[config.mk]
export PLATFORM = sky130hd
export DESIGN_NAME = cpk_assemble
export DESIGN_NICKNAME = d
export VERILOG_FILES = /design/src/hw/rtl/cpk_pkg.sv /design/src/hw/rtl/cpk_assemble.sv
export SDC_FILE = /design/constraint.sdc
export NUM_CORES = 1
export LEC_CHECK = 0
export BUFFER_PORTS_ARGS = -buffer_cell sky130_fd_sc_hd__buf_2
export CORE_MARGIN = 5
export CORE_UTILIZATION = 33
export DETAILED_ROUTE_END_ITERATION = 7
export PLACE_DENSITY = 0.77
export SLEW_MARGIN = 20
export SYNTH_ARGS = -nofsm -noshare
export SYNTH_HDL_FRONTEND = slang
export SYNTH_SLANG_ARGS = --single-unit
[constraint.sdc]
create_clock -name vclk -period 2.5
set_clock_uncertainty 0.05 [all_clocks]
set_input_delay 0.375 -clock vclk [all_inputs]
set_output_delay 0.375 -clock vclk [all_outputs]
set_load 0.05 [all_outputs]
[src/hw/rtl/cpk_pkg.sv]
// Shared types and constants for the 28-bit callsign codec.
// No dependencies; every other file refers to it by scoped names.
`default_nettype none

package cpk_pkg;

  localparam int unsigned PACKED_W = 28;

  // Offset added to a standard callsign's mixed-radix number
  localparam logic [27:0] CALL_OFFSET = 28'd6257896;

  localparam int unsigned RADIX_LEAD  = 36;
  localparam int unsigned RADIX_DIGIT = 10;
  localparam int unsigned RADIX_TAIL  = 27;

  // Reciprocals for exact division by multiply and shift; each one holds over
  // the full range of its stage input (28, 24, 19, 14 and 11 bits).
  localparam int unsigned SH_27A = 33;
  localparam int unsigned SH_27B = 29;
  localparam int unsigned SH_27C = 24;
  localparam int unsigned SH_10  = 18;
  localparam int unsigned SH_36  = 17;

  localparam logic [28:0] RECIP_27A =
    29'((64'd1 << SH_27A) / 64'(RADIX_TAIL) + 64'd1);
  localparam logic [24:0] RECIP_27B =
    25'((64'd1 << SH_27B) / 64'(RADIX_TAIL) + 64'd1);
  localparam logic [19:0] RECIP_27C =
    20'((64'd1 << SH_27C) / 64'(RADIX_TAIL) + 64'd1);
  localparam logic [14:0] RECIP_10 =
    15'((64'd1 << SH_10) / 64'(RADIX_DIGIT) + 64'd1);
  localparam logic [11:0] RECIP_36 =
    12'((64'd1 << SH_36) / 64'(RADIX_LEAD) + 64'd1);

  localparam logic [7:0] ASCII_SPACE = 8'h20;
  localparam logic [7:0] ASCII_0     = 8'h30;
  localparam logic [7:0] ASCII_9     = 8'h39;
  localparam logic [7:0] ASCII_A     = 8'h41;
  localparam logic [7:0] ASCII_Z     = 8'h5A;

  // Six-character token fields, first character in the low byte
  localparam logic [5:0][7:0] TEXT_DE =
    {ASCII_SPACE, ASCII_SPACE, ASCII_SPACE, ASCII_SPACE, 8'h45, 8'h44};
  localparam logic [5:0][7:0] TEXT_QRZ =
    {ASCII_SPACE, ASCII_SPACE, ASCII_SPACE, 8'h5A, 8'h52, 8'h51};
  localparam logic [5:0][7:0] TEXT_CQ =
    {ASCII_SPACE, ASCII_SPACE, ASCII_SPACE, ASCII_SPACE, 8'h51, 8'h43};
  localparam logic [5:0][7:0] TEXT_BLANK = {6{ASCII_SPACE}};

  typedef enum logic {
    KIND_ENCODE = 1'b0,
    KIND_DECODE = 1'b1
  } kind_t;

  typedef enum logic [1:0] {
    ST_OK       = 2'd0,
    ST_CQ_FORM  = 2'd1,
    ST_BAD_CHAR = 2'd2,
    ST_UNUSED   = 2'd3
  } status_t;

  typedef enum logic [1:0] {
    TOK_DE  = 2'd0,
    TOK_QRZ = 2'd1,
    TOK_CQ  = 2'd2
  } tok_t;

  // Control carried alongside the data down the pipeline
  typedef struct packed {
    kind_t   kind;
    status_t status;
    logic    tok;
    tok_t    tok_val;
  } cpk_ctl_t;

endpackage

`default_nettype wire

[src/hw/rtl/cpk_assemble.sv]
// Back stage logic: last digit, character mapping and result selection for
// both encode and decode. Uses cpk_pkg.
`default_nettype none

module cpk_assemble (
  input  var cpk_pkg::cpk_ctl_t ctl,
  input  wire logic [27:0]      enc_value,
  input  wire logic [10:0]      q4,
  input  wire logic [5:0]       q5,
  input  wire logic [3:0]       d2,
  input  wire logic [4:0]       d3,
  input  wire logic [4:0]       d4,
  input  wire logic [4:0]       d5,
  output logic [27:0]           out_packed,
  output logic [5:0][7:0]       out_chars,
  output cpk_pkg::status_t      status
);

  function automatic logic [7:0] chr_sp_alnum(input logic [5:0] i);
    logic [7:0] r;
    if (i == 6'd0) begin
      r = cpk_pkg::ASCII_SPACE;
    end else if (i <= 6'd10) begin
      r = 8'(i) + 8'd47;
    end else begin
      r = 8'(i) + 8'd54;
    end
    return r;
  endfunction

  function automatic logic [7:0] chr_alnum(input logic [5:0] i);
    logic [7:0] r;
    if (i < 6'd10) begin
      r = 8'(i) + cpk_pkg::ASCII_0;
    end else begin
      r = 8'(i) + 8'd55;
    end
    return r;
  endfunction

  function automatic logic [7:0] chr_sp_alpha(input logic [4:0] i);
    logic [7:0] r;
    if (i == 5'd0) begin
      r = cpk_pkg::ASCII_SPACE;
    end else begin
      r = 8'(i) + 8'd64;
    end
    return r;
  endfunction

  logic [5:0] d1;

  always_comb begin
    d1 = 6'(q4 - 11'(q5) * 11'(cpk_pkg::RADIX_LEAD));
    out_packed = '0;
    out_chars  = '0;
    status     = ctl.status;

    if (ctl.kind == cpk_pkg::KIND_ENCODE) begin
      if (ctl.status == cpk_pkg::ST_OK) begin
        out_packed = ctl.tok ? 28'(ctl.tok_val) : enc_value;
      end
    end else begin
      priority if (ctl.tok) begin
        unique case (ctl.tok_val)
          cpk_pkg::TOK_DE:  out_chars = cpk_pkg::TEXT_DE;
          cpk_pkg::TOK_QRZ: out_chars = cpk_pkg::TEXT_QRZ;
          cpk_pkg::TOK_CQ:  out_chars = cpk_pkg::TEXT_CQ;
          default:          out_chars = cpk_pkg::TEXT_BLANK;
        endcase
      end else if (ctl.status == cpk_pkg::ST_UNUSED) begin
        out_chars = cpk_pkg::TEXT_BLANK;
      end else if (q5 >= 6'd37) begin
        // lead index past its set: flag like the unused range
        status    = cpk_pkg::ST_UNUSED;
        out_chars = cpk_pkg::TEXT_BLANK;
      end else begin
        out_chars[0] = chr_sp_alnum(q5);
        out_chars[1] = chr_alnum(d1);
        out_chars[2] = 8'(d2) + cpk_pkg::ASCII_0;
        out_chars[3] = chr_sp_alpha(d3);
        out_chars[4] = chr_sp_alpha(d4);
        out_chars[5] = chr_sp_alpha(d5);
      end
    end
  end

endmodule

`default_nettype wire
==> qor.txt <==
Critical path arrival = 2.34 ns
Synth warn = 0
Routability cong. = 0.8301
Final HPWL DP = 4.804 mm
DR DRC count = 0
Hold path startpoint = d2[3]
Layout Nets = 454
Share of the clock period used by the worst path = 110.7%
Violation count after the first detailed-route iteration = 45
Initial antenna violation count = 0
Most frequent cells in the layout = buf_2, buf_6, buf_4
Number of global-route vias before repair = 2195
Area after DPL = 0.002356 mm^2
Mapped Cells = 200
Hold Fails Final Rpt = 0
Worst min path class = primary input to primary output
Final Core Density = 76.23%
Final setup viols = 40
Vias = 2087
Leakage power = 1.621 nW
Max cap viols = 0
WHS Path Cells = 4
Status = finished, violations left
Io pins = 148
Layout cells sized above 1 = 64.48%
Crit path cell chain = buf_8 -> clkinvlp_4 -> buf_4 -> buf_6 -> buf_6 -> ha_4 -> nor2b_4 -> o21ai_2 -> a211o_1 -> nor2_4 -> o211ai_1 -> a21boi_4 -> buf_6
CP max stage cell = a211o_1
Top cell by count, worst path = buf_6
Gr usage total = 24.07%
Core box area = 0.003943 mm^2
Routed len/inst = 17.41 um
Post-synth design cell area = 0.001330 mm^2
RSZ-0062 raised after global routing = true
Final std cells w/o fill = 416
# diodes = 0
Netlist cell types = 44
Worst vdd ir = 129.2 uV
Grt total ovfl = 0
Dpl ws = -0.4385 ns
Starting Density = 33.74%
Fin worst setup slack = -0.2678 ns
Die width = 73.49 um
Worst Path Max Fanout = 4
Hold_ws = 1.093 ns
First-pass GRT wire length = 10.35 mm
Commonest non-fill, non-tap cell in the layout = buf_2
Crit end category = primary output
Fin area = 0.003005 mm^2
Die height = 73.49 um
Slew Limit Fails = 0
Crit path time final = 2.768 ns
FF/Latch Area = 0 um^2
# rows = 23
Area growth syn-to-layout = 126.0%
CP required = 2.08 ns
Num sequential = 0
CP Launch Type = primary input
Via-to-Cell Ratio = 5.017
Die footprint = 0.005400 mm^2
Kind of critical path = primary input to primary output
# port buffers = 137
CP max stage delay = 0.37 ns
Fmax = 361.3 MHz
Failing checks = setup timing
Post-DRT Antenna Nets = 0
Min-Delay Endpoint = out_chars[19]
Avg Synthesized Cell Area = 6.650 um^2
Largest net degree at the start of global routing = 36
Pwr dens = 249.2 mW/mm^2
Register area share after synthesis = 0%
Final WL = 7.241 mm
Pre-antenna DRT Iters = 4
Clk_buf instances = 0
Cell count after placement = 401
[how the worst max path moves through the flow]
stage                from             to  slack (ns)  cells past startpoint
finish              q5[1]   out_chars[2]       -0.27                     13
global route        q5[1]   out_chars[2]       -0.36                     13
CTS                 q5[1]  out_chars[12]       -0.26                     13
detailed placement  q4[2]  out_chars[10]       -0.44                     14
global placement    q5[1]  out_chars[10]       -0.35                     13
floorplan           q5[1]   out_chars[9]       -0.17                     10
[Yosys cell counts (2+ instances only)]
master    count  area [um^2]
o211ai_1      3        22.52
mux2i_1       4        40.04
inv_1        12        45.04
clkbuf_1      9        33.78
xnor2_1       7        61.31
o21a_1        3        22.52
nor2b_1       3        18.77
a211o_1       2        17.52
xor2_1        3        26.28
a21boi_0      6        45.04
nor2_1       14        52.55
or4_1         3        22.52
o21ai_0       7        35.03
o21ai_1       4        20.02
buf_4         6        45.04
ha_1         15        187.7
and3_1       19        118.9
a21oi_1       4        20.02
nand2_1      20        75.07
and2_1       30        187.7
nand2b_1      3        18.77
[metrics by stage]
stage                     setup TNS (ns)  total power, W
after global placement            -7.663       0.0005800
after detailed placement          -8.339       0.0005901
after CTS                         -4.882       0.0006903
after global routing              -12.20       0.0007929
final                             -8.918       0.0007490
after floorplan                  -0.4564       0.0004168
[cell type report]
class	count	area (um^2)
fillers	283	937.1
inverters	13	57.56
multi-input cells	175	1506
well taps	50	62.56
repair buffers	178	1379
[repair_timing]
| item | CTS | global route |
|---|---|---|
| pin swaps | 21 | 14 |
| gates cloned | 1 | 0 |
| gates resized for setup | 123 | 29 |
| hold buffers | 0 | 0 |
| setup buffers | 11 | 3 |
| endpoints found under the setup margin | 40 | 40 |
[routing by layer]
metal	share of wire, %	wire length (um)	vias up	global-route usage, %
met1	35	2543	956	26.51
li1	-	-	993	-
met5	0	0	-	0
met4	3.3	236	0	6.439
met2	54	3922	116	45.57
met3	7.4	538	22	5.335
[cell families (layout without fill, tap and decap cells)]
| logic type | Yosys count | in the layout | synth area share [%] |
|---|---|---|---|
| and+or+nand+nor | 100 | 100 | 41.30 |
| AOI/OAI and AO/OA | 36 | 36 | 18.34 |
| buffers and inverters | 30 | 191 | 10.82 |
| adders and majority gates | 16 | 16 | 15.62 |
| xor gates and xnor gates | 12 | 12 | 9.502 |
| muxes | 5 | 5 | 4.139 |
| other | 1 | 6 | 0.2819 |
[critical path, delay by kind of cell]
| family | cells | cell delay (ns) |
|---|---|---|
| AO/OA/AOI/OAI | 4 | 0.79 |
| buffers and inverters | 6 | 0.71 |
| AND/OR/NAND/NOR | 2 | 0.33 |
| adder cells (fa/ha/maj) | 1 | 0.13 |
[report_power, final]
part	leakage (nW)	switching, W	internal (W)
registers	0	0	0
clock network	0	0	0
logic	1.62	0.000425	0.000324
Note: power is estimated with default switching activity, not from simulation.
