File: src/hw/rtl/cpk_pkg.sv
// Shared types and constants for the 28-bit callsign codec.
// No dependencies; every other file refers to it by scoped names.
`default_nettype none

package cpk_pkg;

  localparam int unsigned PACKED_W = 28;

  // Offset added to a standard callsign's mixed-radix number
  localparam logic [27:0] CALL_OFFSET = 28'd6257896;

  localparam int unsigned RADIX_LEAD  = 36;
  localparam int unsigned RADIX_DIGIT = 10;
  localparam int unsigned RADIX_TAIL  = 27;

  // Reciprocals for exact division by multiply and shift; each one holds over
  // the full range of its stage input (28, 24, 19, 14 and 11 bits).
  localparam int unsigned SH_27A = 33;
  localparam int unsigned SH_27B = 29;
  localparam int unsigned SH_27C = 24;
  localparam int unsigned SH_10  = 18;
  localparam int unsigned SH_36  = 17;

  localparam logic [28:0] RECIP_27A =
    29'((64'd1 << SH_27A) / 64'(RADIX_TAIL) + 64'd1);
  localparam logic [24:0] RECIP_27B =
    25'((64'd1 << SH_27B) / 64'(RADIX_TAIL) + 64'd1);
  localparam logic [19:0] RECIP_27C =
    20'((64'd1 << SH_27C) / 64'(RADIX_TAIL) + 64'd1);
  localparam logic [14:0] RECIP_10 =
    15'((64'd1 << SH_10) / 64'(RADIX_DIGIT) + 64'd1);
  localparam logic [11:0] RECIP_36 =
    12'((64'd1 << SH_36) / 64'(RADIX_LEAD) + 64'd1);

  localparam logic [7:0] ASCII_SPACE = 8'h20;
  localparam logic [7:0] ASCII_0     = 8'h30;
  localparam logic [7:0] ASCII_9     = 8'h39;
  localparam logic [7:0] ASCII_A     = 8'h41;
  localparam logic [7:0] ASCII_Z     = 8'h5A;

  // Six-character token fields, first character in the low byte
  localparam logic [5:0][7:0] TEXT_DE =
    {ASCII_SPACE, ASCII_SPACE, ASCII_SPACE, ASCII_SPACE, 8'h45, 8'h44};
  localparam logic [5:0][7:0] TEXT_QRZ =
    {ASCII_SPACE, ASCII_SPACE, ASCII_SPACE, 8'h5A, 8'h52, 8'h51};
  localparam logic [5:0][7:0] TEXT_CQ =
    {ASCII_SPACE, ASCII_SPACE, ASCII_SPACE, ASCII_SPACE, 8'h51, 8'h43};
  localparam logic [5:0][7:0] TEXT_BLANK = {6{ASCII_SPACE}};

  typedef enum logic {
    KIND_ENCODE = 1'b0,
    KIND_DECODE = 1'b1
  } kind_t;

  typedef enum logic [1:0] {
    ST_OK       = 2'd0,
    ST_CQ_FORM  = 2'd1,
    ST_BAD_CHAR = 2'd2,
    ST_UNUSED   = 2'd3
  } status_t;

  typedef enum logic [1:0] {
    TOK_DE  = 2'd0,
    TOK_QRZ = 2'd1,
    TOK_CQ  = 2'd2
  } tok_t;

  // Control carried alongside the data down the pipeline
  typedef struct packed {
    kind_t   kind;
    status_t status;
    logic    tok;
    tok_t    tok_val;
  } cpk_ctl_t;

endpackage

`default_nettype wire

File: src/hw/rtl/cpk_classify.sv
// Front stage logic: character index lookup, token and error detection,
// first Horner step of the encode, offset removal for decode. Uses cpk_pkg.
`default_nettype none

module cpk_classify (
  input  var cpk_pkg::kind_t   kind,
  input  wire logic [5:0][7:0] in_chars,
  input  wire logic [27:0]     in_packed,
  output cpk_pkg::cpk_ctl_t    ctl,
  output logic [27:0]          n0,
  output logic [10:0]          acc,
  output logic [3:0]           k2,
  output logic [4:0]           k3,
  output logic [4:0]           k4,
  output logic [4:0]           k5
);

  // Each lookup returns {in_set, index}
  function automatic logic [6:0] idx_sp_alnum(input logic [7:0] c);
    logic [6:0] r;
    r = '0;
    if (c == cpk_pkg::ASCII_SPACE) begin
      r = {1'b1, 6'd0};
    end else if (c >= cpk_pkg::ASCII_0 && c <= cpk_pkg::ASCII_9) begin
      r = {1'b1, 6'(c - 8'd47)};
    end else if (c >= cpk_pkg::ASCII_A && c <= cpk_pkg::ASCII_Z) begin
      r = {1'b1, 6'(c - 8'd54)};
    end
    return r;
  endfunction

  function automatic logic [6:0] idx_alnum(input logic [7:0] c);
    logic [6:0] r;
    r = '0;
    if (c >= cpk_pkg::ASCII_0 && c <= cpk_pkg::ASCII_9) begin
      r = {1'b1, 6'(c - cpk_pkg::ASCII_0)};
    end else if (c >= cpk_pkg::ASCII_A && c <= cpk_pkg::ASCII_Z) begin
      r = {1'b1, 6'(c - 8'd55)};
    end
    return r;
  endfunction

  function automatic logic [4:0] idx_digit(input logic [7:0] c);
    logic [4:0] r;
    r = '0;
    if (c >= cpk_pkg::ASCII_0 && c <= cpk_pkg::ASCII_9) begin
      r = {1'b1, 4'(c - cpk_pkg::ASCII_0)};
    end
    return r;
  endfunction

  function automatic logic [5:0] idx_sp_alpha(input logic [7:0] c);
    logic [5:0] r;
    r = '0;
    if (c == cpk_pkg::ASCII_SPACE) begin
      r = {1'b1, 5'd0};
    end else if (c >= cpk_pkg::ASCII_A && c <= cpk_pkg::ASCII_Z) begin
      r = {1'b1, 5'(c - 8'd64)};
    end
    return r;
  endfunction

  logic [6:0] l0, l1;
  logic [4:0] l2;
  logic [5:0] l3, l4, l5;
  logic       all_ok;
  logic       cq_prefix;

  always_comb begin
    l0 = idx_sp_alnum(in_chars[0]);
    l1 = idx_alnum(in_chars[1]);
    l2 = idx_digit(in_chars[2]);
    l3 = idx_sp_alpha(in_chars[3]);
    l4 = idx_sp_alpha(in_chars[4]);
    l5 = idx_sp_alpha(in_chars[5]);
    all_ok = l0[6] & l1[6] & l2[4] & l3[5] & l4[5] & l5[5];
    cq_prefix = (in_chars[0] == 8'h43) && (in_chars[1] == 8'h51) && (in_chars[2] == 8'h5F);

    acc = 11'(l0[5:0]) * 11'(cpk_pkg::RADIX_LEAD) + 11'(l1[5:0]);
    k2  = l2[3:0];
    k3  = l3[4:0];
    k4  = l4[4:0];
    k5  = l5[4:0];
    n0  = in_packed - cpk_pkg::CALL_OFFSET;

    ctl.kind    = kind;
    ctl.status  = cpk_pkg::ST_OK;
    ctl.tok     = 1'b0;
    ctl.tok_val = cpk_pkg::TOK_DE;

    if (kind == cpk_pkg::KIND_ENCODE) begin
      priority if (in_chars == cpk_pkg::TEXT_DE) begin
        ctl.tok = 1'b1;
        ctl.tok_val = cpk_pkg::TOK_DE;
      end else if (in_chars == cpk_pkg::TEXT_QRZ) begin
        ctl.tok = 1'b1;
        ctl.tok_val = cpk_pkg::TOK_QRZ;
      end else if (in_chars == cpk_pkg::TEXT_CQ) begin
        ctl.tok = 1'b1;
        ctl.tok_val = cpk_pkg::TOK_CQ;
      end else if (cq_prefix) begin
        ctl.status = cpk_pkg::ST_CQ_FORM;
      end else if (!all_ok) begin
        ctl.status = cpk_pkg::ST_BAD_CHAR;
      end else begin
        ctl.status = cpk_pkg::ST_OK;
      end
    end else begin
      priority if (in_packed < 28'd3) begin
        ctl.tok = 1'b1;
        ctl.tok_val = cpk_pkg::tok_t'(in_packed[1:0]);
      end else if (in_packed < cpk_pkg::CALL_OFFSET) begin
        ctl.status = cpk_pkg::ST_UNUSED;
      end else begin
        ctl.status = cpk_pkg::ST_OK;
      end
    end
  end

endmodule

`default_nettype wire

File: config.mk
export PLATFORM = sky130hd
export DESIGN_NAME = cpk_classify
export DESIGN_NICKNAME = d
export VERILOG_FILES = /design/src/hw/rtl/cpk_pkg.sv /design/src/hw/rtl/cpk_classify.sv
export SDC_FILE = /design/constraint.sdc
export NUM_CORES = 1
export LEC_CHECK = 0
export ABC_AREA = 1
export BUFFER_PORTS_ARGS = -buffer_cell sky130_fd_sc_hd__buf_2
export CAP_MARGIN = 20
export CORE_ASPECT_RATIO = 0.7
export CORE_MARGIN = 4
export CORE_UTILIZATION = 42
export DETAILED_ROUTE_END_ITERATION = 7
export GPL_TIMING_DRIVEN = 0
export PLACE_DENSITY = 0.8
export SYNTH_ARGS = -nofsm -noshare
export SYNTH_HDL_FRONTEND = slang
export SYNTH_SLANG_ARGS = --single-unit
File: constraint.sdc
create_clock -name vclk -period 4.7
set_input_delay 1.175 -clock vclk [all_inputs]
set_output_delay 1.175 -clock vclk [all_outputs]
set_load 0.02 [all_outputs]
==> results of run 1 <==
==> per-layer routing <==
metal  up-vias  share of wire, %
met2       191                47
li1       1766                 -
met3        37               8.1
met5         -                 0
met4         0               3.4
met1      1609                41
==> Yosys cell counts, types with 2 or more instances <==
master,count,area (um^2)
a21oi_1,10,50.05
a31oi_1,4,25.02
buf_2,2,10.01
buf_4,4,30.03
fa_1,2,40.04
ha_1,23,287.8
inv_1,80,300.3
inv_2,6,22.52
nand2_1,113,424.2
nand2_2,4,25.02
nand2_4,3,33.78
nand3_1,36,180.2
nand3b_1,5,37.54
nand4_1,12,75.07
nor2_1,88,330.3
nor2_2,2,12.51
nor2_4,2,22.52
nor3_1,9,45.04
nor3_2,3,30.03
o21ai_0,15,75.07
o21ai_1,3,15.01
o22ai_1,2,12.51
xnor2_1,7,61.31
xor2_1,20,175.2
==> worst min-delay path: cells and delay by family <==
family / cells / cell delay [ns]
buffers and inverters: 3 / 0.31
==> repair_timing <==
item | 4_1_cts | 5_1_grt
setup buffers | 5 | 8
gates resized for setup | 46 | 54
gates cloned | 0 | 0
pin swaps | 14 | 20
endpoints found under the setup margin | 5 | 5
==> report_power, final <==
group          internal (mW)  switching (mW)  leakage (nW)
clock network              0               0             0
logic                  0.118           0.191          2.10
registers                  0               0             0
total                  0.118           0.191          2.10
==> kinds of logic after synthesis <==
group | count (synthesis) | synth area share, %
AOI/OAI and AO/OA | 40 | 9.593
buffers and inverters | 92 | 14.96
and+or+nand+nor | 280 | 51.52
xor gates and xnor gates | 28 | 10.42
adders and majority gates | 25 | 13.51
==> through the flow <==
stage	setup TNS, ns	cells	utilization (%)	worst slack [ns]	hold WS [ns]
after detailed placement	-1.577	676	59.44	-0.4933	2.657
after global routing	-0.6413	689	68.34	-0.2148	2.683
final	-0.2562	689	68.34	-0.1426	2.661
after floorplan	0	465	-	0.02411	2.436
after global placement	-1.365	676	59.44	-0.4594	2.647
after CTS	-0.1435	681	63.31	-0.08554	2.657
==> layout make-up <==
cell class                 count  area (um^2)
buffer                         6        40.04
multi-input combinational    373         2377
tap                           72        90.09
inverter                      86        345.3
timing repair buffer         152        853.3
fill                         482         1717
==> final timing paths <==
check,slack (ns),to,startpoint
setup / recovery,-0.14,acc[10],in_chars[2]
hold / removal,2.66,n0[3],in_packed[3]
==> out/metrics.csv, run 1 <==
stage;metric;value;unit
synth;Post-Synthesis Cell Area;2426;um^2
timing;Slew headroom;77.96;%
pwr;Leak;2.098;nW
detailed_routing;DR vias;3603;
floorplanning;row cnt;22;
layout;Area Growth Syn to Fin;52.76;%
layout;sequential cell area;0;um^2
pwr;Power Density;83.40;nW/um^2
synth;Yosys cell types;34;
pwr;overall power;309.1;uW
setup_path;crit-path most repeated cell;nand2_1;
global_route;met2 usage;40.63;%
placement;placed cell areas;3223;um^2
timing;fin crit period;4.843;ns
setup_path;delay-heaviest family, CP;simple AND/OR/NAND/NOR gates;
setup_path;WP data required;3.52;ns
min_path;Hold Path Class;primary input to output port;
timing;worst slew pin tran;0.3295;ns
detailed_routing;DR vias/cell;5.229;
global_route;met3 GRT Util;2.140;%
global_route;vias in the first global route;3347;
synth;register area share after synthesis;0;%
setup_path;Stages on worst setup path;20;
detailed_routing;DRC;0;
timing;achievable frequency;206.5;MHz
synth;Syn Nets;567;
placement;HPWL after detailed placement;6.848;mm
floorplanning;initial core utilization;44.74;%
outcome;outcome;finished, violations left;
floorplanning;DIE WIDTH;98.84;um
layout;Final Cell Area;3706;um^2
detailed_routing;Detailed Route WL;9.618;mm
clocking;hold buffers post-CTS;0;
synth;Syn Area/Cell;5.217;um^2
outcome;failing checks;negative setup slack;
setup_path;critical path fanouts, max;7;
timing;Final Hold Vio Count;0;
floorplanning;Die Height;71.59;um
timing;fin crit share;103.0;%
layout;Antenna Cells;0;
setup_path;CP max stage cell;fa_2;
global_route;largest net degree at the start of global routing;10;
global_route;initial antenna violation count;0;
timing;RSZ-0062 raised after global routing;true;
flow_run;max-capacitance violation count;0;
floorplanning;Core Area;5423;um^2
detailed_routing;DR WL/cell;13.96;um
layout;# nets final;721;
global_route;GRT overflow;0;
setup_path;CP Capture Type;output port;
layout;share of cells above drive strength 1;37.76;%
detailed_routing;ANT nets after route;0;
floorplanning;IO Count;141;
setup_path;critical path cell sequence;buf_6, inv_4, buf_4, nand2_1, nand3_4, nand2_4, nor2_4, nand2_4, inv_4, ha_4, ha_4, fa_2, nand2_2, inv_2, o21ai_2, nand2_1, nand2_1, nand2_1, nand2_2, buf_6;
timing;final setup fails;2;
detailed_routing;initial drt markers;228;
layout;commonest cells after routing, fill and taps aside;buf_2 (133), nand2_1 (100), nor2_1 (82);
setup_path;CP arrival;3.67;ns
timing;final slew viol count;0;
setup_path;WS Path Type;primary input to output port;
global_route;met1 usage;28.60;%
global_route;grt peak-use layer;met2;
placement;number of port buffers;139;
min_path;WHS Path Cells;3;
pwr;Peak VDD IR;0.04549;mV
floorplanning;die footprint;7076;um^2
global_route;All-Layer GR Usage;22.30;%
synth;YS warnings;0;
setup_path;CP max stage delay;0.36;ns
synth;Post-Synthesis Cells;465;
detailed_routing;first-pass iteration count of the detailed router;7;
layout;FF+latch count;0;
timing;final worst slack;-0.1426;ns
setup_path;Buf/Inv on CP;6;
layout;# clk buffers;0;
layout;commonest non-fill, non-tap cell in the layout;buf_2;
global_route;global-route wire length before repair;13.95;mm
setup_path;startpoint types;primary input;
placement;Placer Congestion;0.9578;
No activity file was read; power rests on OpenSTA's default activity.
==> run 2, diff against run 1 <==
--- a/config.mk
+++ b/config.mk
@@ -14,6 +14,7 @@
 export DETAILED_ROUTE_END_ITERATION = 7
 export GPL_TIMING_DRIVEN = 0
 export PLACE_DENSITY = 0.8
+export SETUP_SLACK_MARGIN = 0.4
 export SYNTH_ARGS = -nofsm -noshare
 export SYNTH_HDL_FRONTEND = slang
 export SYNTH_SLANG_ARGS = --single-unit
==> constraint.sdc (replaced) <==
create_clock -name vclk -period 4.7
set_input_delay 0.94 -clock vclk [all_inputs]
set_output_delay 0.94 -clock vclk [all_outputs]
set_load 0.02 [all_outputs]
==> run 2 against run 1 <==
Compared with the run above: non-clock buffer count up 1; core utilization down 0.42 points; critical path depth down 2; the flow now finishes without violations; highest routed layer unchanged; largest power group unchanged; wire length down 4.8%; sequential share of layout area unchanged; combinational power down 3%; via count down 3.9%; die area unchanged; critical endpoint unchanged.
==> out/metrics.csv, run 2 (synthesis gave the netlist of run 1 again) <==
stage;metric;value;unit;change
outcome;outcome;completed;;
timing;Final Hold Vio Count;0;;unchanged
layout;commonest non-fill, non-tap cell in the layout;buf_2;;
floorplanning;DIE WIDTH;98.84;um;unchanged
global_route;global-route wire length before repair;14.06;mm;+0.75%
layout;Antenna Cells;0;;unchanged
detailed_routing;DR WL/cell;13.27;um;-4.9%
floorplanning;Die Height;71.59;um;unchanged
floorplanning;die footprint;7076;um^2;unchanged
timing;Slew headroom;77.60;%;-0.36 points
pwr;Leak;2.108;nW;+0.49%
placement;HPWL after detailed placement;6.945;mm;+1.4%
global_route;initial antenna violation count;0;;unchanged
timing;RSZ-0062 raised after global routing;true;;
timing;setup TNS;0;ns;+0.2562 ns
layout;FF+latch count;0;;unchanged
timing;final setup fails;0;;-2
layout;sequential cell area;0;um^2;unchanged
setup_path;CP max stage delay;0.56;ns;+0.20 ns
layout;Area Growth Syn to Fin;51.83;%;
setup_path;critical path cell sequence;buf_12, inv_8, ha_4, o21ai_1, nand2_1, nand3_1, o21ai_4, ha_4, ha_4, fa_2, nand2_2, nor2_4, nand2_2, inv_2, nand2_1, nand2_1, nand2_2, buf_6;;
detailed_routing;met2 WL;4.269;mm;-6.5%
detailed_routing;met1 WL;3.865;mm;-2.0%
global_route;GRT overflow;0;;unchanged
pwr;Peak VDD IR;0.05896;mV;+30%
timing;final slew viol count;0;;unchanged
setup_path;WP data required;3.76;ns;+0.24 ns
placement;placed cells;676;;unchanged
flow_run;max-capacitance violation count;0;;unchanged
detailed_routing;DR vias/cell;5.019;;-4.0%
clocking;hold buffers post-CTS;0;;unchanged
global_route;All-Layer GR Usage;22.97;%;+0.67 points
layout;share of cells above drive strength 1;37.06;%;-0.71 points
setup_path;Buf/Inv on CP;4;;-2
detailed_routing;metal3 WL;788;um;+1.4%
layout;# clk buffers;0;;unchanged
setup_path;CP arrival;3.49;ns;-0.18 ns
global_route;vias in the first global route;3301;;-1.4%
timing;achievable frequency;225.9;MHz;+9.4%
floorplanning;initial core utilization;44.74;%;unchanged
detailed_routing;Detailed Route WL;9.159;mm;-4.8%
floorplanning;row cnt;22;;unchanged
layout;fin cells;690;;+0.15%
placement;Placer Congestion;0.9334;;-2.5%
timing;fin crit share;94.18;%;-8.8 points
detailed_routing;DRC;0;;unchanged
timing;fin crit period;4.427;ns;-0.4159 ns
setup_path;CP max stage cell;fa_2;;
detailed_routing;initial drt markers;200;;-12%
setup_path;startpoint types;primary input;;
global_route;largest net degree at the start of global routing;10;;unchanged
min_path;Hold Path Class;primary input to output port;;
pwr;Power Density;81.75;nW/um^2;-2.0%
placement;number of port buffers;139;;unchanged
setup_path;WS Path Type;primary input to output port;;
detailed_routing;first-pass iteration count of the detailed router;5;;-2
detailed_routing;DR vias;3463;;-3.9%
floorplanning;IO Count;141;;unchanged
timing;worst slew pin tran;0.3343;ns;+0.004781 ns
detailed_routing;ANT nets after route;0;;unchanged
layout;# nets final;722;;+0.14%
layout;Final Cell Area;3684;um^2;-0.61%
layout;# fillers;484;;+0.41%
setup_path;delay-heaviest family, CP;adder cells;;
floorplanning;Core Area;5423;um^2;unchanged
detailed_routing;Top Metal Used;met4;;
setup_path;CP Capture Type;output port;;
setup_path;critical path fanouts, max;5;;-2
placement;placed cell areas;3219;um^2;-0.12%
layout;commonest cells after routing, fill and taps aside;buf_2 (133), nand2_1 (102), nor2_1 (81);;
[run 2: what timing repair did]
action | in CTS | in global routing
resized for setup | 56 | 42
pin swaps | 11 | 14
endpoints found under the setup margin | 5 | 4
endpoints found under the hold margin | 0 | 0
setup buffers | 10 | 4
[run 2: tightest hold or removal path, stage by stage]
cell	delay [ns]
buf_2	0.10
inv_1	0.05
buf_2	0.15
[run 2: where the power goes]
part	internal, mW	leakage, nW	switching [mW]	total (mW)
clock network	0	0	0	0
registers	0	0	0	0
logic	0.115	2.11	0.186	0.301
total	0.115	2.11	0.186	0.301
[run 2: final timing paths]
path	start	endpoint	slack (ns)	depth (start not counted)
min	in_packed[3]	n0[3]	2.18	3
max	in_chars[1]	acc[10]	0.27	18
[run 2: stage by stage]
step | utilization (%) | setup WS [ns] | power [mW] | hold slack, ns
detailed placement | 59.37 | -0.2479 | 0.2590 | 2.177
global placement | 59.37 | -0.1134 | 0.2550 | 2.168
floorplan | - | 0.4291 | 0.1558 | 1.966
CTS | 64.70 | 0.3800 | 0.2821 | 2.178
finish | 67.93 | 0.2734 | 0.3011 | 2.177
global route | 67.93 | 0.2111 | 0.3289 | 2.201
[run 2: final cells by class]
cell class	count	area, um^2	share of cell area, %
Multi-Input combinational cell	373	2336	63.42
Tap cell	72	90.09	2.446
Inverter	86	345.3	9.375
Buffer	6	40.04	1.087
Timing Repair Buffer	153	872.1	23.68
[run 2: layer usage]
layer | vias up | track usage, %
met2 | 170 | 40.55
met5 | - | 0
li1 | 1768 | -
met4 | 0 | 6.364
met1 | 1498 | 29.34
met3 | 27 | 3.113
